<file path="src/sv/midpoint_ellipse_rasterizer_defines.svh">
// Assertion helpers shared by the ellipse rasterizer.
// Both expect clk and arst_n in scope; checks are off while reset is low.
`ifndef MIDPOINT_ELLIPSE_RASTERIZER_DEFINES_SVH
`define MIDPOINT_ELLIPSE_RASTERIZER_DEFINES_SVH

// same-cycle implication
`define MER_ASSERT_IMP(label, ante, cons, msg) \
	label: assert property (@(posedge clk) disable iff (!arst_n) (ante) |-> (cons)) \
		else $error(msg);

// next-cycle implication
`define MER_ASSERT_NXT(label, ante, cons, msg) \
	label: assert property (@(posedge clk) disable iff (!arst_n) (ante) |=> (cons)) \
		else $error(msg);

`endif

</file>
<file path="src/sv/mer_pkg.sv">
`timescale 1ns / 1ps
`default_nettype none

package mer_pkg;

	localparam int COORD_W  = 10;
	localparam int STEP_W   = COORD_W + 2;   // running x/y, signed
	localparam int PIX_W    = COORD_W + 2;   // output coordinate, signed
	localparam int PSUM_W   = COORD_W + 3;   // center +/- offset before trim
	localparam int SQ_W     = 2 * COORD_W;   // a*a, b*b
	localparam int SUM_W    = SQ_W + 1;      // a*a + b*b
	localparam int QUAD_W   = 4 * COORD_W;   // a^4, b^4
	localparam int MUL_W    = SQ_W + 4;      // multiplier operand, signed
	localparam int PROD_W   = 2 * MUL_W;     // product and decision width
	localparam int QUAD_SEL = 2;
	localparam int IN_TDATA_W  = 4 * COORD_W;
	localparam int OUT_TDATA_W = ((2 * PIX_W + QUAD_SEL + 7) / 8) * 8;
	localparam int OUT_TUSER_W = 2;

	localparam logic signed [MUL_W-1:0] INC_K = MUL_W'(3);

	localparam logic OP_START = 1'b0;
	localparam logic OP_STEP  = 1'b1;

	typedef enum logic [1:0] {
		PH_DONE,
		PH_ONE,
		PH_TWO
	} phase_t;

	typedef enum logic [3:0] {
		ST_IDLE,
		ST_LD_A2,
		ST_LD_B2,
		ST_LD_A4,
		ST_LD_B4,
		ST_LD_DEC,
		ST_LD_END,
		ST_SQ,
		ST_MUL_S,
		ST_CMP,
		ST_TR_END,
		ST_EMIT,
		ST_INC,
		ST_TERM,
		ST_UPD,
		ST_FIN
	} state_t;

	typedef struct packed {
		logic [PIX_W-1:0]    pixel_x;
		logic [PIX_W-1:0]    pixel_y;
		logic [QUAD_SEL-1:0] quadrant;
		logic                pixel_valid;
		logic                last;
		logic                finished;
	} res_t;

endpackage

`default_nettype wire

</file>
<file path="src/sv/mer_mul.sv">
`timescale 1ns / 1ps
`default_nettype none

// shared signed multiplier, product registered
module mer_mul (
	input  wire logic                               clk,
	input  wire logic signed [mer_pkg::MUL_W-1:0]   op_a,
	input  wire logic signed [mer_pkg::MUL_W-1:0]   op_b,
	output logic signed      [mer_pkg::PROD_W-1:0]  prod_q
);

	always_ff @(posedge clk) begin
		prod_q <= op_a * op_b;
	end

endmodule

`default_nettype wire

</file>
<file path="config.mk">
export PLATFORM = sky130hd
export DESIGN_NAME = mer_mul
export DESIGN_NICKNAME = d
export VERILOG_FILES = /design/src/sv/midpoint_ellipse_rasterizer_defines.svh /design/src/sv/mer_pkg.sv /design/src/sv/mer_mul.sv
export SDC_FILE = /design/constraint.sdc
export NUM_CORES = 2
export LEC_CHECK = 0
export BUFFER_PORTS_ARGS = -buffer_cell sky130_fd_sc_hd__buf_4
export CAP_MARGIN = 20
export CORE_MARGIN = 5
export CORE_UTILIZATION = 55
export DETAILED_ROUTE_END_ITERATION = 6
export HOLD_SLACK_MARGIN = 0.05
export PLACE_DENSITY_LB_ADDON = 0.08
export SYNTH_ARGS = -nofsm -noshare
export SYNTH_HDL_FRONTEND = slang
export SYNTH_SLANG_ARGS = --single-unit
</file>
<file path="constraint.sdc">
create_clock -name clk -period 9.5 [get_ports clk]
set_clock_uncertainty 0.05 [all_clocks]
set_input_delay 1.9 -clock clk [delete_from_list [all_inputs] [get_ports clk]]
set_output_delay 1.9 -clock clk [all_outputs]
set_load 0.02 [all_outputs]
</file>
==> results_dict.tcl <==
set metrics [dict create \
    yosysMostFrequentCell "fa_1" \
    relSlewSlack 0.3188 \
    synth_fa_ha_area_frac 0.6280 \
    cp-start-kind "input pin" \
    synth_edf_count 0 \
    final_hold_viol_count 0 \
    synth_warnings 0 \
    post-dp-hpwl_um 46270 \
    fin_tns_setup_ps 0 \
    cts_tree "built" \
    largest_reg_flops 48 \
    synth.top_cell.area_share 0.5519 \
    synthMuxAreaShare 0 \
    yosys-top-cells-count "607 x fa_1, 590 x inv_1, 307 x nand2_1" \
    ys_seq_area_frac 0.04364 \
    hold_class "input pin to register" \
    nNetsFinal 3130 \
    drive_gt1_frac 0.05769 \
    synth_xor_area_frac 0.02148 \
    clk_pin_slew_worst_paths_ps 90 \
    io_pins 97 \
    synth_compound_area_frac 0.04040 \
    rows 73 \
    globalRouteOverflowTotal 0 \
    ys_ff_latch 48 \
    n_fill_cell 3574 \
    fin_area_um2 23270 \
    ys.flop_type "dfxtp_1" \
    finalCriticalPeriod_ps 9009 \
    ctsResizeCount 0 \
    grt_pass1_wl_um 93430 \
    syn_area_um2 22020 \
    reg.largest.list "prod_q x48" \
    antenna_found_initial 2 \
    setup.worst_path.class "input pin to register" \
    critPathCaptureType "register" \
    grt_usage 0.2720 \
    ant_nets 0 \
    min_period_over_period 0.9483 \
    wl_per_cell_um 19.65 \
    cts_buffers 5 \
    synth_top_family_by_area "adder cells" \
    areaGrowthSynthToFinish_pct 5.671 \
    report.final.slew_viol_count 0 \
    ys_top_cells_by_area "fa_1 55%, inv_1 10%, and2_1 7.8%" \
    critical_path_required_ps 9710 \
    crit_arrival_ps 9220 \
    cts.sinks 48 \
    drtIter0Drc 749 \
    outcome "finished, final reports clean" \
    hold_start "op_b[0]" \
    hold_ws_ps 1932 \
    start_util 0.5555 \
    chipWidth_um 210.1 \
    synth_fp_nets 3111 \
    die_area_um2 44140 \
    hold_path_end "prod_q[0]$_DFF_P_" \
    place_area_um2 23130 \
    ctsHoldBuffers 0 \
    drcViolationCount 0 \
    grt_setup_unrepaired "false" \
    syn_inst 2321 \
    synthSimpleGateAreaFrac 0.1484 \
    grt_pass1_vias 17179 \
    top_register "prod_q" \
    dp.cells 2858 \
    h-tree-depth 2 \
    avgSynthCellArea_um2 9.487 \
    routed_wl_um 56320 \
    synth.distinct_cells 54 \
    yosys.area.top_type "fa_1" \
    synthArstFlopShare 0 \
    worstHoldPathCells 2 \
    postCtsSetupBuffers 0 \
    setup_violations 0 \
    stdcell_count 2866 \
    worst_pin_slew_ps 1006 \
    first_pass_iters 5 \
    dr_total_vias 15331 \
    path_max_fanout 24 \
    port_buffers 96 \
    grt_start_max_net_pins 25 \
    core_um2 39640 \
    via_per_inst 5.349 \
    place.gp.congestion 0.8955 \
    cts_root_buf "clkbuf_16" \
    fmax_mhz 111.0 \
    clk_path_buf_depth 2 \
    timing.max_cap.violations 0 \
    chipHeight_um 210.1 \
]
[how the worst max path moves through the flow]
stage          startpoint                 end
3_3_place_gp     op_a[23]  prod_q[46]$_DFF_P_
5_1_grt          op_a[23]  prod_q[46]$_DFF_P_
2_1_floorplan    op_a[23]  prod_q[46]$_DFF_P_
3_5_place_dp     op_a[23]  prod_q[46]$_DFF_P_
6_report         op_a[23]  prod_q[46]$_DFF_P_
4_1_cts          op_a[23]  prod_q[46]$_DFF_P_
[critical path: stages]
cell and delay (ps):
buf_4 280, nand2_1 140, inv_1 140, fa_1 540
fa_1 650, inv_1 190, fa_1 620, inv_1 450
fa_1 540, fa_1 590, fa_1 450, fa_1 450
ha_1 240, a211oi_1 250, nand2b_1 80, a2111oi_0 410
o2111ai_1 180, nand2_1 180, o311ai_2 250, a211o_1 360
a21oi_1 170, xnor2_1 130
[cell type report]
cell class / count / area, µm² / area share
flip-flops and latches: 48 / 960.9 / 0.04130
repair buffers: 111 / 833.3 / 0.03581
multi-input cells: 1583 / 18460 / 0.7933
clock inverters: 2 / 12.51 / 0.0005378
clock buffers: 5 / 125.1 / 0.005378
well taps: 525 / 656.9 / 0.02823
inverters: 591 / 2218 / 0.09534
diodes: 1 / 2.502 / 0.0001076
[layout by cell type (no fill, tap or decap), types with 13 or more instances in the layout]
cell	netlist	routed
a21o_1	13	13
a21oi_1	37	37
and2_1	274	274
buf_4	0	111
dfxtp_1	48	48
fa_1	607	607
ha_1	134	134
inv_1	590	590
nand2_1	307	307
nor2_1	39	39
o21ai_0	19	19
xnor2_1	43	43
[routing by layer]
layer / vias up / part of all wire / GRT usage
li1: 6676 / - / -
met1: 8150 / 0.39 / 0.3505
met2: 398 / 0.53 / 0.4809
met3: 105 / 0.042 / 0.03111
met4: 2 / 0.034 / 0.09406
met5: - / 0.00023 / 0
[logic make-up (layout without fill, tap and decap cells)]
family,after synthesis,in the layout
fa+ha+maj,741,741
buf+inv,690,709
simple gates,661,661
compound gates,127,127
xor+xnor,54,54
flops,48,48
other cells,0,1
[per-stage QoR]
step / setup WS (ps) / util
finish: 491.2 / 0.5870
global placement: 263.1 / 0.5834
global route: 143.2 / 0.5869
detailed placement: 195.7 / 0.5834
floorplan: 1022 / -
CTS: 519.5 / 0.5869
Power is not shown: default switching activity piles up to over one toggle a cycle in this logic, so the estimate is an artifact.
