[src/sv/midpoint_ellipse_rasterizer_defines.svh]
// Assertion helpers shared by the ellipse rasterizer.
// Both expect clk and arst_n in scope; checks are off while reset is low.
`ifndef MIDPOINT_ELLIPSE_RASTERIZER_DEFINES_SVH
`define MIDPOINT_ELLIPSE_RASTERIZER_DEFINES_SVH

// same-cycle implication
`define MER_ASSERT_IMP(label, ante, cons, msg) \
	label: assert property (@(posedge clk) disable iff (!arst_n) (ante) |-> (cons)) \
		else $error(msg);

// next-cycle implication
`define MER_ASSERT_NXT(label, ante, cons, msg) \
	label: assert property (@(posedge clk) disable iff (!arst_n) (ante) |=> (cons)) \
		else $error(msg);

`endif

[src/sv/mer_pkg.sv]
`timescale 1ns / 1ps
`default_nettype none

package mer_pkg;

	localparam int COORD_W  = 10;
	localparam int STEP_W   = COORD_W + 2;   // running x/y, signed
	localparam int PIX_W    = COORD_W + 2;   // output coordinate, signed
	localparam int PSUM_W   = COORD_W + 3;   // center +/- offset before trim
	localparam int SQ_W     = 2 * COORD_W;   // a*a, b*b
	localparam int SUM_W    = SQ_W + 1;      // a*a + b*b
	localparam int QUAD_W   = 4 * COORD_W;   // a^4, b^4
	localparam int MUL_W    = SQ_W + 4;      // multiplier operand, signed
	localparam int PROD_W   = 2 * MUL_W;     // product and decision width
	localparam int QUAD_SEL = 2;
	localparam int IN_TDATA_W  = 4 * COORD_W;
	localparam int OUT_TDATA_W = ((2 * PIX_W + QUAD_SEL + 7) / 8) * 8;
	localparam int OUT_TUSER_W = 2;

	localparam logic signed [MUL_W-1:0] INC_K = MUL_W'(3);

	localparam logic OP_START = 1'b0;
	localparam logic OP_STEP  = 1'b1;

	typedef enum logic [1:0] {
		PH_DONE,
		PH_ONE,
		PH_TWO
	} phase_t;

	typedef enum logic [3:0] {
		ST_IDLE,
		ST_LD_A2,
		ST_LD_B2,
		ST_LD_A4,
		ST_LD_B4,
		ST_LD_DEC,
		ST_LD_END,
		ST_SQ,
		ST_MUL_S,
		ST_CMP,
		ST_TR_END,
		ST_EMIT,
		ST_INC,
		ST_TERM,
		ST_UPD,
		ST_FIN
	} state_t;

	typedef struct packed {
		logic [PIX_W-1:0]    pixel_x;
		logic [PIX_W-1:0]    pixel_y;
		logic [QUAD_SEL-1:0] quadrant;
		logic                pixel_valid;
		logic                last;
		logic                finished;
	} res_t;

endpackage

`default_nettype wire

[src/sv/mer_oreg.sv]
`timescale 1ns / 1ps
`default_nettype none

// one-entry output register between the sequencer and the master port
module mer_oreg (
	input  wire logic          clk,
	input  wire logic          arst_n,
	input  wire logic          in_valid,
	output logic               in_ready,
	input  wire mer_pkg::res_t in_res,
	output logic               out_valid,
	input  wire logic          out_ready,
	output mer_pkg::res_t      out_res
);

	logic          valid_q;
	mer_pkg::res_t res_q;

	assign in_ready  = !valid_q || out_ready;
	assign out_valid = valid_q;
	assign out_res   = res_q;

	always_ff @(posedge clk or negedge arst_n) begin
		if (!arst_n) begin
			valid_q <= 1'b0;
		end else if (in_ready) begin
			valid_q <= in_valid;
		end
	end

	always_ff @(posedge clk) begin
		if (in_ready && in_valid) begin
			res_q <= in_res;
		end
	end

endmodule

`default_nettype wire

[config.mk]
export PLATFORM = sky130hd
export DESIGN_NAME = mer_oreg
export DESIGN_NICKNAME = d
export VERILOG_FILES = /design/src/sv/midpoint_ellipse_rasterizer_defines.svh /design/src/sv/mer_pkg.sv /design/src/sv/mer_oreg.sv
export SDC_FILE = /design/constraint.sdc
export NUM_CORES = 1
export LEC_CHECK = 0
export ABC_AREA = 0
export BUFFER_PORTS_ARGS = -buffer_cell sky130_fd_sc_hd__buf_2
export CORE_AREA = 2 2 52 54
export CTS_CLUSTER_SIZE = 20
export DETAILED_ROUTE_END_ITERATION = 8
export DIE_AREA = 0 0 54 56
export PLACE_DENSITY = 0.78
export SLEW_MARGIN = 5
export SYNTH_ARGS = -nofsm -noshare
export SYNTH_HDL_FRONTEND = slang
export SYNTH_SLANG_ARGS = --single-unit
export TNS_END_PERCENT = 20
[constraint.sdc]
create_clock -name clk -period 1.31 [get_ports clk]
set_input_delay 0.262 -clock clk [delete_from_list [all_inputs] [get_ports clk]]
set_output_delay 0.262 -clock clk [all_outputs]
set_load 0.1 [all_outputs]
==> flow_summary.toml, run 1 <==
[outcome]
run_status = "complete, but fails checks"
violated_checks = "negative setup slack"

[synthesis]
top_cells_by_area_synth = "sky130_fd_sc_hd__edfxtp_1, sky130_fd_sc_hd__dfrtp_1, sky130_fd_sc_hd__nand2b_4"
yosys_register_bits = 30
leading_area_contributor_after_synthesis = "sky130_fd_sc_hd__edfxtp_1"
ys.warnings.count = 0
synth_top_cell_area_share_pct = 94.2
most_used_standard_cells_in_the_synthesized_netlist = "sky130_fd_sc_hd__edfxtp_1, sky130_fd_sc_hd__and2_4, sky130_fd_sc_hd__dfrtp_1, sky130_fd_sc_hd__nand2b_1, sky130_fd_sc_hd__nand2b_4"
synth_area_per_cell_um2 = 28.0
yosysMostFrequentCell = "sky130_fd_sc_hd__edfxtp_1"
ys.flop_type = "sky130_fd_sc_hd__edfxtp_1"
synth.cell_area_um2 = 925
netlist_instances = 33
seq_area_frac_synth_pct = 96.9
synth_edf_count = 29
synth_cell_types = 5
syn-num-nets = 66
asyncSetResetFlopFracSynth_pct = 3.33

[sta]
finalHoldViolations = 0
final-setup-viol-count = 22
final.setup.worst_slack_ns = -0.0560
timing.final.crit_share_pct = 104
timing.hold.ws_ns = 0.125
setup_skew_ns = 0.00499
setup-tns-final_ns = -0.910
post-route-min-period_ns = 1.37
timing.max_slew.rel_slack_pct = 81.5
rsz0062_at_grt = "true"
report.final.slew_viol_count = 0
worst-slew-pin-transition_ns = 0.279
maximum_frequency_from_static_timing_analysis_mhz = 732

[routing]
vias_per_cell = 4.09
ant_nets = 0
num_vias = 572
drt-wirelength-per-cell_um = 13.5
detail_route.iter0.violations = 11
drt-pass1-iter-count = 3
drcViolationCount = 0
finalWirelength_um = 1890

[global_routing]
global_route_usage_sum_pct = 12.7
number_of_global_route_vias_before_repair = 539
antenna_found_initial = 0
grt_overflow_total = 0
grt_start_max_net_pins = 30
first_pass_grt_wire_length_um = 2470

[cells_and_area]
drive_gt1_share_pct = 70.0
final_design_area_no_fill_um2 = 1650
flow.area_growth_from_synthesis_pct = 78.9
finalNetCount = 142
antenna_cells_inserted = 0

[placed_design]
dpl_cell_area_um2 = 1480
buffer_ports.inserted = 63
finalWeightedCongestion = 0.598
place_ws_ns = 0.0686

[power]
total_power_mw = 2.24
ir_drop_v = 0.000874
power-per-cell-area_nw_per_um2 = 1360
static-leakage-power_nw = 0.709

[worst_setup_path]
crit_path_top_delay_cell = "sky130_fd_sc_hd__dfrtp_4"
cp-start-kind = "flip-flop"
r2r_setup_slack_ns = -0.06
timing.critical_path.fanout_max = 14
r2r_start = "out_valid"
worst-endpoint-required_ns = 1.33
reg2reg_to = "out_res[1]"
depth_of_the_worst_register_to_register_path = 4
critPathTopFamily = "flip-flops"
critical_path_arrival_ns = 1.39
crit_path_cell_trace = "nand2b_4 -> buf_4 -> and2_4 -> clkbuf_16"
cp-end-kind = "flip-flop"
worst-setup-path-type = "flip-flop to flip-flop"
worstPathBufferInverterCount = 2
critical_path_max_stage_delay_ns = 0.52

[flow_run]
cap_violations = 0

[cts]
root_buffer = "sky130_fd_sc_hd__clkbuf_4"
ctsHtreeMaxLevel = 2
cts_made_buffers = 5
clk_path_buf_depth = 2
tritoncts = "built"
clk-insertion-delay-late_ns = 0.30
clkSinkCount = 30
clk_transition_reported_paths_ns = 0.09

[hold_path]
hold_path.startpoint = "in_res[27]"
worstHoldEndpoint = "out_res[27]"
hold_class = "primary input to flip-flop"
worst_hold_path.num_cells = 1

[floorplanning]
io_pins = 64
start_util_pct = 38.0
die_area_um2 = 3020
fp-row-count = 18
die_width_um = 54
core-area_um2 = 2430
die_height_um = 56
-- sequential cells by signal, summed over array words and instances (netlist names) --
register / count
out_res: 29
out_valid: 1
-- power breakdown --
part / internal (mW) / leakage [nW] / total [mW] / switching (mW)
clock network: 0.201 / 0.0297 / 0.472 / 0.271
logic: 0.186 / 0.393 / 0.629 / 0.443
registers: 1.12 / 0.286 / 1.14 / 0.0257
-- logic make-up (layout without fill, tap and decap cells) --
kind of cell | Yosys count | count (layout) | synth area share (%)
buffers and inverters | 0 | 77 | 0
AND/OR/NAND/NOR | 3 | 3 | 3.11
flip-flops | 30 | 30 | 96.9
-- cell usage in the layout, fill, tap and decap left out --
cell and instances:
sky130_fd_sc_hd__clkbuf_4 5, sky130_fd_sc_hd__clkbuf_16 2, sky130_fd_sc_hd__clkbuf_1 1, sky130_fd_sc_hd__nand2b_4 1
sky130_fd_sc_hd__edfxtp_1 29, sky130_fd_sc_hd__dfrtp_4 1, sky130_fd_sc_hd__clkinv_1 1, sky130_fd_sc_hd__buf_2 32
sky130_fd_sc_hd__and2_4 1, sky130_fd_sc_hd__clkinv_2 1, sky130_fd_sc_hd__dlygate4sd3_1 1, sky130_fd_sc_hd__buf_12 13
sky130_fd_sc_hd__buf_4 21, sky130_fd_sc_hd__nand2b_1 1
-- through the flow --
step,util [%],instances
after floorplan,-,33
after global placement,60.9,127
after detailed placement,60.9,127
after CTS,65.9,138
after global routing,68.0,140
final,68.0,140
-- per-layer routing --
layer	up-vias	global-route usage (%)	wire length [um]
met4	0	10.7	23
li1	283	-	-
met5	-	0	0
met1	244	12.2	654
met3	2	7.53	287
met2	43	18.5	927
-- worst max-delay path by stage --
stage | depth (start not counted) | end | slack (ns) | startpoint
after floorplan | 2 | out_res[0] | -0.35 | out_valid
after global placement | 3 | out_res[14] | 0.1 | out_valid
after detailed placement | 3 | out_res[23] | 0.07 | out_valid
after CTS | 2 | in_ready | -0.07 | out_valid
after global routing | 2 | in_ready | -0.09 | out_valid
final | 4 | out_res[1] | -0.06 | out_valid
-- what timing repair did --
item	CTS	global route
hold buffers	1	0
setup buffers	2	0
cloned	0	2
endpoints found under the hold margin	1	0
resized for setup	19	0
setup endpoints to repair	20	30
-- cell type report --
| cell class | instances | area, um2 |
|---|---|---|
| clock inverter | 2 | 8.76 |
| tap | 30 | 37.5 |
| clock buffer | 6 | 41.3 |
| timing repair buffer | 69 | 638 |
| multi-input combinational | 3 | 28.8 |
| sequential | 30 | 900 |
| fill | 180 | 778 |
Power figures use the tool's default switching activity.
==> run 2: changes to the inputs <==
Settings changed: MAX_ROUTING_LAYER set to met4.
==> run 2 against run 1 <==
Against the previous run: the run still ends with negative setup slack left; count of clock-buffer cells in the layout unchanged; maximum frequency is essentially flat; global-route usage increased by 0.34 points; final area did not move; critical endpoint unchanged; via count is the same; clock power hardly changed; register-to-register slack about the same.
==> flow_summary.toml, run 2 (synthesis results as in run 1) <==
[sta]
maximum_frequency_from_static_timing_analysis_mhz = 733
post-route-min-period_ns = 1.37
rsz0062_at_grt = "true"
timing.final.crit_share_pct = 104
final.setup.worst_slack_ns = -0.0551
timing.max_slew.rel_slack_pct = 81.5
final-setup-viol-count = 22
setup_skew_ns = 0.00499
finalHoldViolations = 0
worst-slew-pin-transition_ns = 0.279
report.final.slew_viol_count = 0

[cells_and_area]
largest_register_ffs = 29
layout.filler_cells = 180
final_util_pct = 68.0
flow.area_growth_from_synthesis_pct = 78.9
antenna_cells_inserted = 0
drive_gt1_share_pct = 70.0
layout.cells.most_common_list = "sky130_fd_sc_hd__buf_2, sky130_fd_sc_hd__edfxtp_1, sky130_fd_sc_hd__buf_4"
final_design_area_no_fill_um2 = 1650
finalNetCount = 142
most_common_cell_after_layout_fill_and_taps_aside = "sky130_fd_sc_hd__buf_2"

[cts]
clk_transition_reported_paths_ns = 0.08
clk_path_buf_depth = 2
clk-insertion-delay-late_ns = 0.30
root_buffer = "sky130_fd_sc_hd__clkbuf_4"
tritoncts = "built"
clkSinkCount = 30
cts_made_buffers = 5
ctsHtreeMaxLevel = 2

[placed_design]
dpl_cell_area_um2 = 1480
finalWeightedCongestion = 0.602
buffer_ports.inserted = 63

[worst_setup_path]
timing.critical_path.fanout_max = 14
depth_of_the_worst_register_to_register_path = 4
reg2reg_to = "out_res[1]"
cp-start-kind = "flip-flop"
worst-setup-path-type = "flip-flop to flip-flop"
critical_path_arrival_ns = 1.39
r2r_start = "out_valid"
r2r_setup_slack_ns = -0.06
cp-end-kind = "flip-flop"
worst-endpoint-required_ns = 1.33

[floorplanning]
io_pins = 64
start_util_pct = 38.0
core-area_um2 = 2430
fp-row-count = 18
die_height_um = 56
die_width_um = 54
die_area_um2 = 3020

[routing]
drcViolationCount = 0
vias_per_cell = 4.09
finalWirelength_um = 1880
detail_route.iter0.violations = 7
num_vias = 572
drt-wirelength-per-cell_um = 13.5
drt-pass1-iter-count = 3
ant_nets = 0

[hold_path]
hold_class = "primary input to flip-flop"
worst_hold_path.num_cells = 1
hold_path.startpoint = "in_res[5]"
worstHoldEndpoint = "out_res[5]"

[outcome]
violated_checks = "negative setup slack"
run_status = "complete, but fails checks"

[power]
static-leakage-power_nw = 0.709
power-per-cell-area_nw_per_um2 = 1350
ir_drop_v = 0.000874

[global_routing]
antenna_found_initial = 0
global_route_usage_sum_pct = 13.0
first_pass_grt_wire_length_um = 2470
grt_start_max_net_pins = 30
grt_overflow_total = 0
number_of_global_route_vias_before_repair = 540

[flow_run]
cap_violations = 0
## run 2: cell counts in the layout (fill, tap and decap cells not counted)
Identical to the previous run, type by type.
## run 2: timing repair
action | in CTS | in global routing
gates cloned | 0 | 2
gates resized for setup | 19 | 0
setup buffers | 2 | 0
endpoints found under the hold margin | 1 | 0
pin swaps | 0 | 0
endpoints found under the setup margin | 20 | 30
hold buffers | 1 | 0
## run 2: worst max path at each step
stage,cells after the start,to,slack [ns],from
after floorplan,2,out_res[0],-0.35,out_valid
after global placement,3,out_res[14],0.1,out_valid
after detailed placement,3,out_res[23],0.07,out_valid
after CTS,2,in_ready,-0.07,out_valid
after global routing,2,in_ready,-0.09,out_valid
final,4,out_res[1],-0.06,out_valid
## run 2: per-layer routing
layer,wire (um),track usage [%],vias up
li1,-,-,283
met1,648,12.2,244
met2,925,18.5,43
met3,286,7.53,2
met4,23,10.7,0
met5,0,-,-
## run 2: layout make-up
class	instances	area (um2)	share of cell area, %
clock inverters	2	8.76	0.529
repair buffers	69	638	38.6
clock buffers	6	41.3	2.50
flip-flops and latches	30	900	54.4
multi-input cells	3	28.8	1.74
well taps	30	37.5	2.27
## run 2: worst max-delay path, cell delays in order, from the launching register on
cell                        delay, ns
sky130_fd_sc_hd__dfrtp_4         0.52
sky130_fd_sc_hd__nand2b_4        0.10
sky130_fd_sc_hd__buf_4           0.11
sky130_fd_sc_hd__and2_4          0.18
sky130_fd_sc_hd__clkbuf_16       0.18
## run 2: power breakdown
group | internal, mW | switching [mW] | leakage, nW | total [mW]
combinational | 0.186 | 0.442 | 0.393 | 0.629
sequential | 1.12 | 0.0258 | 0.286 | 1.14
clock | 0.201 | 0.268 | 0.0297 | 0.469
## run 2: through the flow
step                      setup slack [ns]  TNS, ns  instances  hold WS, ns  power [mW]
after floorplan                     -0.351   -10.19         33      -0.0336        1.56
after global placement              0.0980        0        127       0.0372        1.74
after detailed placement            0.0686        0        127       0.0386        1.75
after CTS                          -0.0651   -0.933        138        0.103        2.25
after global routing               -0.0939    -2.07        140       0.0964        2.34
final                              -0.0551   -0.919        140        0.126        2.24
