## src/sv/midpoint_ellipse_rasterizer_defines.svh

```systemverilog
// Assertion helpers shared by the ellipse rasterizer.
// Both expect clk and arst_n in scope; checks are off while reset is low.
`ifndef MIDPOINT_ELLIPSE_RASTERIZER_DEFINES_SVH
`define MIDPOINT_ELLIPSE_RASTERIZER_DEFINES_SVH

// same-cycle implication
`define MER_ASSERT_IMP(label, ante, cons, msg) \
	label: assert property (@(posedge clk) disable iff (!arst_n) (ante) |-> (cons)) \
		else $error(msg);

// next-cycle implication
`define MER_ASSERT_NXT(label, ante, cons, msg) \
	label: assert property (@(posedge clk) disable iff (!arst_n) (ante) |=> (cons)) \
		else $error(msg);

`endif

```

## src/sv/mer_pkg.sv

```systemverilog
`timescale 1ns / 1ps
`default_nettype none

package mer_pkg;

	localparam int COORD_W  = 10;
	localparam int STEP_W   = COORD_W + 2;   // running x/y, signed
	localparam int PIX_W    = COORD_W + 2;   // output coordinate, signed
	localparam int PSUM_W   = COORD_W + 3;   // center +/- offset before trim
	localparam int SQ_W     = 2 * COORD_W;   // a*a, b*b
	localparam int SUM_W    = SQ_W + 1;      // a*a + b*b
	localparam int QUAD_W   = 4 * COORD_W;   // a^4, b^4
	localparam int MUL_W    = SQ_W + 4;      // multiplier operand, signed
	localparam int PROD_W   = 2 * MUL_W;     // product and decision width
	localparam int QUAD_SEL = 2;
	localparam int IN_TDATA_W  = 4 * COORD_W;
	localparam int OUT_TDATA_W = ((2 * PIX_W + QUAD_SEL + 7) / 8) * 8;
	localparam int OUT_TUSER_W = 2;

	localparam logic signed [MUL_W-1:0] INC_K = MUL_W'(3);

	localparam logic OP_START = 1'b0;
	localparam logic OP_STEP  = 1'b1;

	typedef enum logic [1:0] {
		PH_DONE,
		PH_ONE,
		PH_TWO
	} phase_t;

	typedef enum logic [3:0] {
		ST_IDLE,
		ST_LD_A2,
		ST_LD_B2,
		ST_LD_A4,
		ST_LD_B4,
		ST_LD_DEC,
		ST_LD_END,
		ST_SQ,
		ST_MUL_S,
		ST_CMP,
		ST_TR_END,
		ST_EMIT,
		ST_INC,
		ST_TERM,
		ST_UPD,
		ST_FIN
	} state_t;

	typedef struct packed {
		logic [PIX_W-1:0]    pixel_x;
		logic [PIX_W-1:0]    pixel_y;
		logic [QUAD_SEL-1:0] quadrant;
		logic                pixel_valid;
		logic                last;
		logic                finished;
	} res_t;

endpackage

`default_nettype wire

```

## src/sv/mer_core.sv

```systemverilog
`timescale 1ns / 1ps
`default_nettype none

// sequencer and datapath around the shared multiplier
module mer_core (
	input  wire logic                                  clk,
	input  wire logic                                  arst_n,
	input  wire logic                                  in_valid,
	output logic                                       in_ready,
	input  wire logic                                  in_op,
	input  wire logic        [mer_pkg::COORD_W-1:0]    in_cx,
	input  wire logic        [mer_pkg::COORD_W-1:0]    in_cy,
	input  wire logic        [mer_pkg::COORD_W-1:0]    in_ra,
	input  wire logic        [mer_pkg::COORD_W-1:0]    in_rb,
	output logic signed      [mer_pkg::MUL_W-1:0]      mul_a,
	output logic signed      [mer_pkg::MUL_W-1:0]      mul_b,
	input  wire logic signed [mer_pkg::PROD_W-1:0]     mul_p,
	output logic                                       res_valid,
	input  wire logic                                  res_ready,
	output mer_pkg::res_t                              res
);

	mer_pkg::state_t state_q, state_d;
	mer_pkg::phase_t phase_q;
	logic [1:0]      k_q;

	logic        [mer_pkg::COORD_W-1:0] cx_q, cy_q, ra_q, rb_q;
	logic        [mer_pkg::SQ_W-1:0]    a2_q, b2_q;
	logic        [mer_pkg::SUM_W-1:0]   s_q;
	logic        [mer_pkg::QUAD_W-1:0]  a4_q, b4_q;
	logic signed [mer_pkg::STEP_W-1:0]  x_q, y_q;
	logic signed [mer_pkg::PROD_W-1:0]  dec_q, inc_q;

	// region one runs x (t) against y (u); region two swaps them
	logic                               reg_one;
	logic signed [mer_pkg::STEP_W-1:0]  t_cur, u_cur;
	logic        [mer_pkg::QUAD_W-1:0]  lim4;
	logic        [mer_pkg::SQ_W-1:0]    sq_inc, sq_cross;
	logic                               pass;
	logic signed [mer_pkg::PSUM_W-1:0]  px_p, px_m, py_p, py_m;

	assign reg_one  = (phase_q == mer_pkg::PH_ONE);
	assign t_cur    = reg_one ? x_q : y_q;
	assign u_cur    = reg_one ? y_q : x_q;
	assign lim4     = reg_one ? a4_q : b4_q;
	assign sq_inc   = reg_one ? b2_q : a2_q;
	assign sq_cross = reg_one ? a2_q : b2_q;
	assign pass     = (mul_p <= $signed(mer_pkg::PROD_W'(lim4)));

	assign px_p = $signed(mer_pkg::PSUM_W'(cx_q)) + mer_pkg::PSUM_W'(x_q);
	assign px_m = $signed(mer_pkg::PSUM_W'(cx_q)) - mer_pkg::PSUM_W'(x_q);
	assign py_p = $signed(mer_pkg::PSUM_W'(cy_q)) + mer_pkg::PSUM_W'(y_q);
	assign py_m = $signed(mer_pkg::PSUM_W'(cy_q)) - mer_pkg::PSUM_W'(y_q);

	always_ff @(posedge clk or negedge arst_n) begin
		if (!arst_n) begin
			state_q <= mer_pkg::ST_IDLE;
		end else begin
			state_q <= state_d;
		end
	end

	always_comb begin
		state_d   = state_q;
		in_ready  = 1'b0;
		res_valid = 1'b0;
		res       = '0;
		mul_a     = '0;
		mul_b     = '0;
		case (state_q)
			mer_pkg::ST_IDLE: begin
				in_ready = 1'b1;
				if (in_valid) begin
					if (in_op == mer_pkg::OP_START) begin
						state_d = mer_pkg::ST_LD_A2;
					end else if (phase_q == mer_pkg::PH_DONE) begin
						state_d = mer_pkg::ST_FIN;
					end else begin
						state_d = mer_pkg::ST_SQ;
					end
				end
			end
			mer_pkg::ST_LD_A2: begin
				mul_a   = mer_pkg::MUL_W'(ra_q);
				mul_b   = mer_pkg::MUL_W'(ra_q);
				state_d = mer_pkg::ST_LD_B2;
			end
			mer_pkg::ST_LD_B2: begin
				mul_a   = mer_pkg::MUL_W'(rb_q);
				mul_b   = mer_pkg::MUL_W'(rb_q);
				state_d = mer_pkg::ST_LD_A4;
			end
			mer_pkg::ST_LD_A4: begin
				mul_a   = mer_pkg::MUL_W'(a2_q);
				mul_b   = mer_pkg::MUL_W'(a2_q);
				state_d = mer_pkg::ST_LD_B4;
			end
			mer_pkg::ST_LD_B4: begin
				mul_a   = mer_pkg::MUL_W'(b2_q);
				mul_b   = mer_pkg::MUL_W'(b2_q);
				state_d = mer_pkg::ST_LD_DEC;
			end
			mer_pkg::ST_LD_DEC: begin
				mul_a   = mer_pkg::MUL_W'(a2_q);
				mul_b   = mer_pkg::MUL_W'(rb_q);
				state_d = mer_pkg::ST_LD_END;
			end
			mer_pkg::ST_LD_END: begin
				state_d = mer_pkg::ST_IDLE;
			end
			mer_pkg::ST_SQ: begin
				mul_a   = mer_pkg::MUL_W'(t_cur);
				mul_b   = mer_pkg::MUL_W'(t_cur);
				state_d = mer_pkg::ST_MUL_S;
			end
			mer_pkg::ST_MUL_S: begin
				mul_a   = mul_p[mer_pkg::MUL_W-1:0];
				mul_b   = mer_pkg::MUL_W'(s_q);
				state_d = mer_pkg::ST_CMP;
			end
			mer_pkg::ST_CMP: begin
				if (pass) begin
					state_d = mer_pkg::ST_EMIT;
				end else if (reg_one) begin
					// switch to region two: decision starts at a2 - a*b2
					mul_a   = mer_pkg::MUL_W'(ra_q);
					mul_b   = mer_pkg::MUL_W'(b2_q);
					state_d = mer_pkg::ST_TR_END;
				end else begin
					state_d = mer_pkg::ST_FIN;
				end
			end
			mer_pkg::ST_TR_END: begin
				state_d = mer_pkg::ST_SQ;
			end
			mer_pkg::ST_EMIT: begin
				res_valid        = 1'b1;
				res.quadrant     = k_q;
				res.pixel_valid  = 1'b1;
				res.last         = (k_q == 2'd3);
				res.pixel_x      = k_q[1] ? px_m[mer_pkg::PIX_W-1:0]
				                          : px_p[mer_pkg::PIX_W-1:0];
				res.pixel_y      = (k_q == 2'd1 || k_q == 2'd2) ? py_m[mer_pkg::PIX_W-1:0]
				                                                : py_p[mer_pkg::PIX_W-1:0];
				if (res_ready && k_q == 2'd3) begin
					state_d = mer_pkg::ST_INC;
				end
			end
			mer_pkg::ST_INC: begin
				mul_a   = (mer_pkg::MUL_W'(t_cur) <<< 1) + mer_pkg::INC_K;
				mul_b   = mer_pkg::MUL_W'(sq_inc);
				state_d = mer_pkg::ST_TERM;
			end
			mer_pkg::ST_TERM: begin
				// u - 1 may be negative in the degenerate shapes
				mul_a   = mer_pkg::MUL_W'(sq_cross);
				mul_b   = mer_pkg::MUL_W'(u_cur - $signed(mer_pkg::STEP_W'(1)));
				state_d = mer_pkg::ST_UPD;
			end
			mer_pkg::ST_UPD: begin
				state_d = mer_pkg::ST_IDLE;
			end
			mer_pkg::ST_FIN: begin
				res_valid    = 1'b1;
				res.last     = 1'b1;
				res.finished = 1'b1;
				if (res_ready) begin
					state_d = mer_pkg::ST_IDLE;
				end
			end
			default: begin
				state_d = mer_pkg::ST_IDLE;
			end
		endcase
	end

	// control registers
	always_ff @(posedge clk or negedge arst_n) begin
		if (!arst_n) begin
			phase_q <= mer_pkg::PH_DONE;
			k_q     <= 2'd0;
		end else begin
			case (state_q)
				mer_pkg::ST_LD_END: begin
					phase_q <= (ra_q == '0 && rb_q == '0) ? mer_pkg::PH_DONE
					                                       : mer_pkg::PH_ONE;
				end
				mer_pkg::ST_CMP: begin
					k_q <= 2'd0;
					if (!pass) begin
						phase_q <= reg_one ? mer_pkg::PH_TWO : mer_pkg::PH_DONE;
					end
				end
				mer_pkg::ST_EMIT: begin
					if (res_ready) begin
						k_q <= k_q + 2'd1;
					end
				end
				default: begin
				end
			endcase
		end
	end

	// datapath
	always_ff @(posedge clk) begin
		case (state_q)
			mer_pkg::ST_IDLE: begin
				if (in_valid && in_op == mer_pkg::OP_START) begin
					cx_q <= in_cx;
					cy_q <= in_cy;
					ra_q <= in_ra;
					rb_q <= in_rb;
					x_q  <= '0;
					y_q  <= mer_pkg::STEP_W'(in_rb);
				end
			end
			mer_pkg::ST_LD_B2: begin
				a2_q <= mul_p[mer_pkg::SQ_W-1:0];
			end
			mer_pkg::ST_LD_A4: begin
				b2_q <= mul_p[mer_pkg::SQ_W-1:0];
				s_q  <= mer_pkg::SUM_W'(a2_q) + mer_pkg::SUM_W'(mul_p[mer_pkg::SQ_W-1:0]);
			end
			mer_pkg::ST_LD_B4: begin
				a4_q <= mul_p[mer_pkg::QUAD_W-1:0];
			end
			mer_pkg::ST_LD_DEC: begin
				b4_q <= mul_p[mer_pkg::QUAD_W-1:0];
			end
			mer_pkg::ST_LD_END: begin
				dec_q <= mer_pkg::PROD_W'(b2_q) - mul_p;
			end
			mer_pkg::ST_CMP: begin
				if (!pass && reg_one) begin
					x_q <= mer_pkg::STEP_W'(ra_q);
					y_q <= '0;
				end
			end
			mer_pkg::ST_TR_END: begin
				dec_q <= mer_pkg::PROD_W'(a2_q) - mul_p;
			end
			mer_pkg::ST_TERM: begin
				inc_q <= mul_p;
			end
			mer_pkg::ST_UPD: begin
				if (dec_q[mer_pkg::PROD_W-1]) begin
					dec_q <= dec_q + inc_q;
				end else begin
					dec_q <= dec_q + inc_q - (mul_p <<< 1);
				end
				if (reg_one) begin
					x_q <= x_q + mer_pkg::STEP_W'(1);
					if (!dec_q[mer_pkg::PROD_W-1]) begin
						y_q <= y_q - mer_pkg::STEP_W'(1);
					end
				end else begin
					y_q <= y_q + mer_pkg::STEP_W'(1);
					if (!dec_q[mer_pkg::PROD_W-1]) begin
						x_q <= x_q - mer_pkg::STEP_W'(1);
					end
				end
			end
			default: begin
			end
		endcase
	end

endmodule

`default_nettype wire

```

## config.mk

```make
export PLATFORM = sky130hd
export DESIGN_NAME = mer_core
export DESIGN_NICKNAME = d
export VERILOG_FILES = /design/src/sv/midpoint_ellipse_rasterizer_defines.svh /design/src/sv/mer_pkg.sv /design/src/sv/mer_core.sv
export SDC_FILE = /design/constraint.sdc
export NUM_CORES = 1
export LEC_CHECK = 0
export BUFFER_PORTS_ARGS = -buffer_cell sky130_fd_sc_hd__buf_2
export CAP_MARGIN = 20
export CORE_MARGIN = 2
export CORE_UTILIZATION = 30
export DETAILED_ROUTE_END_ITERATION = 12
export PLACE_DENSITY = 0.41
export SYNTH_ARGS = -nofsm -noshare
export SYNTH_HDL_FRONTEND = slang
export SYNTH_SLANG_ARGS = --single-unit
```

## constraint.sdc

```tcl
create_clock -name clk -period 8.18 [get_ports clk]
set_input_delay 2.045 -clock clk [delete_from_list [all_inputs] [get_ports clk]]
set_output_delay 2.045 -clock clk [all_outputs]
set_load 0.005 [all_outputs]
```

==> impl_metrics.env <==
export IMPL_fin_crit_sh_pct=90.5
export IMPL_grt_use_met3_pct=2.58
export IMPL_crit_fanout=15
export IMPL_initial_core_util_pct=30.2
export IMPL_crit_path_frequent_cell="a21oi_1"
export IMPL_cts_resized=0
export IMPL_max_slew_margin_pct=33.7
export IMPL_critPathRequiredTime_ps=6140
export IMPL_cts_buffers=43
export IMPL_antenna_violating_nets_post_route=0
export IMPL_netlist_instances=2479
export IMPL_skew_ps=15.4
export IMPL_synth_nets=2798
export IMPL_routed_wl_mm=84.8
export IMPL_insertion_delay_ps=580
export IMPL_cp_arrival_ps=5360
export IMPL_synthAdderAreaFrac_pct=12.1
export IMPL_dp_hpwl_mm=64.4
export IMPL_drc=0
export IMPL_period_minus_slack_ps=7400
export IMPL_die_area_mm2=0.0816
export IMPL_use_met2_pct=33.6
export IMPL_yosysUniqueCellTypes=81
export IMPL_clock_sinks=309
export IMPL_grt_antenna_before_repair=1
export IMPL_fp_dieH_um=286
export IMPL_tritoncts="yes"
export IMPL_synth_top_family_by_area="compound AO/OA/AOI/OAI gates"
export IMPL_synth_xor_area_share_pct=7.68
export IMPL_vias=20100
export IMPL_n_fill_cell=8000
export IMPL_hold_class="flop to flop"
export IMPL_cts_buffer_depth=3
export IMPL_synth_area_mux_share_pct=3.49
export IMPL_drtIter0Drc=1693
export IMPL_ys_seq_elements=309
export IMPL_grtUsageTotal_pct=20.4
export IMPL_tns_ps=0
export IMPL_synth_compound_area_share_pct=20.5
export IMPL_port_buffers=171
export IMPL_grt_ovfl_total=0
export IMPL_outcome="finished clean"
export IMPL_multiInputGateArea_mm2=0.0138
export IMPL_drive_gt1_share_pct=11.8
export IMPL_worstSetupEndpointType="primary output"
export IMPL_path_cells="buf_2 > ha_1 > a21o_1 > a21o_1 > a21oi_1 > o21ai_0 > a21oi_1 > o221ai_1 > a21oi_1 > a21oi_1 > and2_1 > buf_4 > nor3_2 > o21ai_0 > buf_2"
export IMPL_cap_violations=0
export IMPL_worstSetupPathType="input pin to primary output"
export IMPL_coreArea_mm2=0.0787
export IMPL_place_congestion=0.921
export IMPL_seq_area_frac_synth_pct=38.8
export IMPL_finalHoldViolCount=0
export IMPL_synthSimpleGateAreaFrac_pct=13.8
export IMPL_firstDrtPassIters=9
export IMPL_cellPowerDensity_mw_per_mm2=411
export IMPL_htree_levels=2
export IMPL_synthArstFlopShare_pct=2.59
export IMPL_postCtsSetupBuffers=0
export IMPL_cpPeakStageDelay_ps=390
export IMPL_cts_hold_buffers_added=0
export IMPL_rrSetupSlack_ps=1820
export IMPL_place_area_mm2=0.0259
export IMPL_numPlacedInstances=3643
export IMPL_wl_per_cell_um=22.8
export IMPL_instances_no_fill=3718
export IMPL_grt_busiest_layer="met2"
export IMPL_timing_final_ws_setup_ps=777
export IMPL_area_delta_synth_final_pct=14.6
export IMPL_synth_warnings=0
export IMPL_max_freq_mhz=135
export IMPL_startpoint_type="input pin"
export IMPL_setup_viol=0
export IMPL_rows=103
export IMPL_slowest_stage="nor3_2"
export IMPL_io_pins=172
export IMPL_dp_slack_ps=754
export IMPL_synth_edf_count=301
export IMPL_met1_usage_pct=27.9
export IMPL_seq_area_mm2=0.00924
export IMPL_rsz0062_at_grt="false"
export IMPL_vias_per_cell=5.41
export IMPL_clockRootBuffer="clkbuf_16"
export IMPL_nets=2957
export IMPL_holdWs_ps=540
export IMPL_vdd_drop_max_mv=0.185
export IMPL_grt_max_degree=73
export IMPL_stdcell_area_mm2=0.0273
export IMPL_cts_clk_slew_worst_paths_ps=50
export IMPL_syn_area_per_cell_um2=9.60
export IMPL_synth_ff_type="edfxtp_1"
export IMPL_syn_cell_area_mm2=0.0238
export IMPL_grt_pass1_vias=20400
export IMPL_grt_pass1_wl_mm=128
export IMPL_worst_pin_slew_ps=969
export IMPL_drv_slew=0
export IMPL_leakagePower_nw=11.1
export IMPL_die_w_um=286
## final cells by class
type	instances	area share [%]
multi-input combinational	1948	50.5
timing repair buffer	208	4.17
sequential	309	33.9
tap	1050	4.81
inverter	128	1.76
clock buffer	51	4.21
clock inverter	23	0.692
antenna	1	0.00917
## worst paths after layout
path                       startpoint         end  depth (start not counted)
setup / recovery            mul_p[17]   mul_b[12]                         15
hold / removal                 k_q[0]      k_q[0]                          1
setup reg to reg             dec_q[0]   dec_q[47]                         23
hold reg to reg                k_q[0]      k_q[0]                          1
max in group asynchronous      arst_n  phase_q[0]                          1
min in group asynchronous      arst_n  state_q[1]                          1
## cells by family after synthesis
group                    count (synthesis)
adder cells (fa/ha/maj)                226
flip-flops                             309
XOR/XNOR                               207
AND/OR/NAND/NOR                        691
buffers and inverters                  222
multiplexers                            81
AO/OA/AOI/OAI                          743
## report_power, final
group	internal (mW)	switching (mW)
Combinational	2.72	4.12
Sequential	2.20	0.313
Clock	1.09	0.756
## cells in the mapped netlist, drive strengths merged (8+ instances only)
library cell	number	area share, %
edfxtp	301	38
ha	218	11
a21oi	215	4.6
nor2	205	3.2
nand2	177	2.8
o21ai	166	3.5
xnor2	143	5.3
inv	127	2.0
a21o	92	2.9
clkbuf	74	1.2
mux2i	66	2.8
nor3	66	1.4
xor2	63	2.3
nand3	51	1.1
nand4	40	1.1
nor2b	36	0.95
a221o	27	1.1
o21a	27	0.85
a211oi	24	0.76
a222oi	24	1.0
nand2b	23	0.60
o21bai	23	0.73
a31oi	22	0.58
and3	20	0.55
buf	20	0.44
a21boi	18	0.58
a221oi	18	0.66
and2	16	0.43
mux2	15	0.71
a22oi	13	0.41
nor4	13	0.34
o211ai	12	0.40
or3	11	0.29
o31ai	10	0.32
or2	9	0.24
dfrtp	8	0.84
fa	8	0.67
## routing by layer
layer	routed length (um)	vias to the layer above
li1	-	9625
met1	39200	9815
met2	39200	559
met3	3980	121
met4	2380	0
met5	0	-
## through the flow
step,power (mW),util (%)
detailed placement,9.35,33.0
finish,11.2,34.7
floorplan,7.32,-
global placement,9.33,32.9
global route,12.1,34.7
CTS,11.3,34.6
## flip-flops by register name, indices dropped and copies added (netlist names), 12 cells and up
signal,flops
a2_q,20
s_q,21
b4_q,40
x_q,12
y_q,12
a4_q,40
inc_q,48
dec_q,48
b2_q,20
## layout by cell type (no fill, tap or decap), types with 10 or more instances in the layout
cell type,instances
nor2b_1,36
inv_1,125
mux2i_1,66
nand3_1,50
a22oi_1,13
xnor2_1,143
nor4_1,13
nor3_1,61
a21o_1,92
o21ai_1,11
clkinv_1,12
nand4_1,40
and2_1,15
buf_2,171
ha_1,218
a222oi_1,24
a221o_1,27
a21oi_1,214
nand2b_1,22
mux2_2,15
o211ai_1,11
a211oi_1,24
a21boi_0,16
and3_1,19
o21bai_1,23
buf_4,36
o21a_1,27
a221oi_1,18
nor2_1,200
a31oi_1,22
edfxtp_1,301
o31ai_1,10
nand2_1,177
or3_1,11
o21ai_0,153
clkbuf_16,45
xor2_1,63
## critical path: cells and delay by family
family,cells,cell delay (ps)
AO/OA/AOI/OAI,9,1850
adder cells (fa/ha/maj),1,330
buffers and inverters,3,550
AND/OR/NAND/NOR,2,570
(Power assumes the default switching activity.)
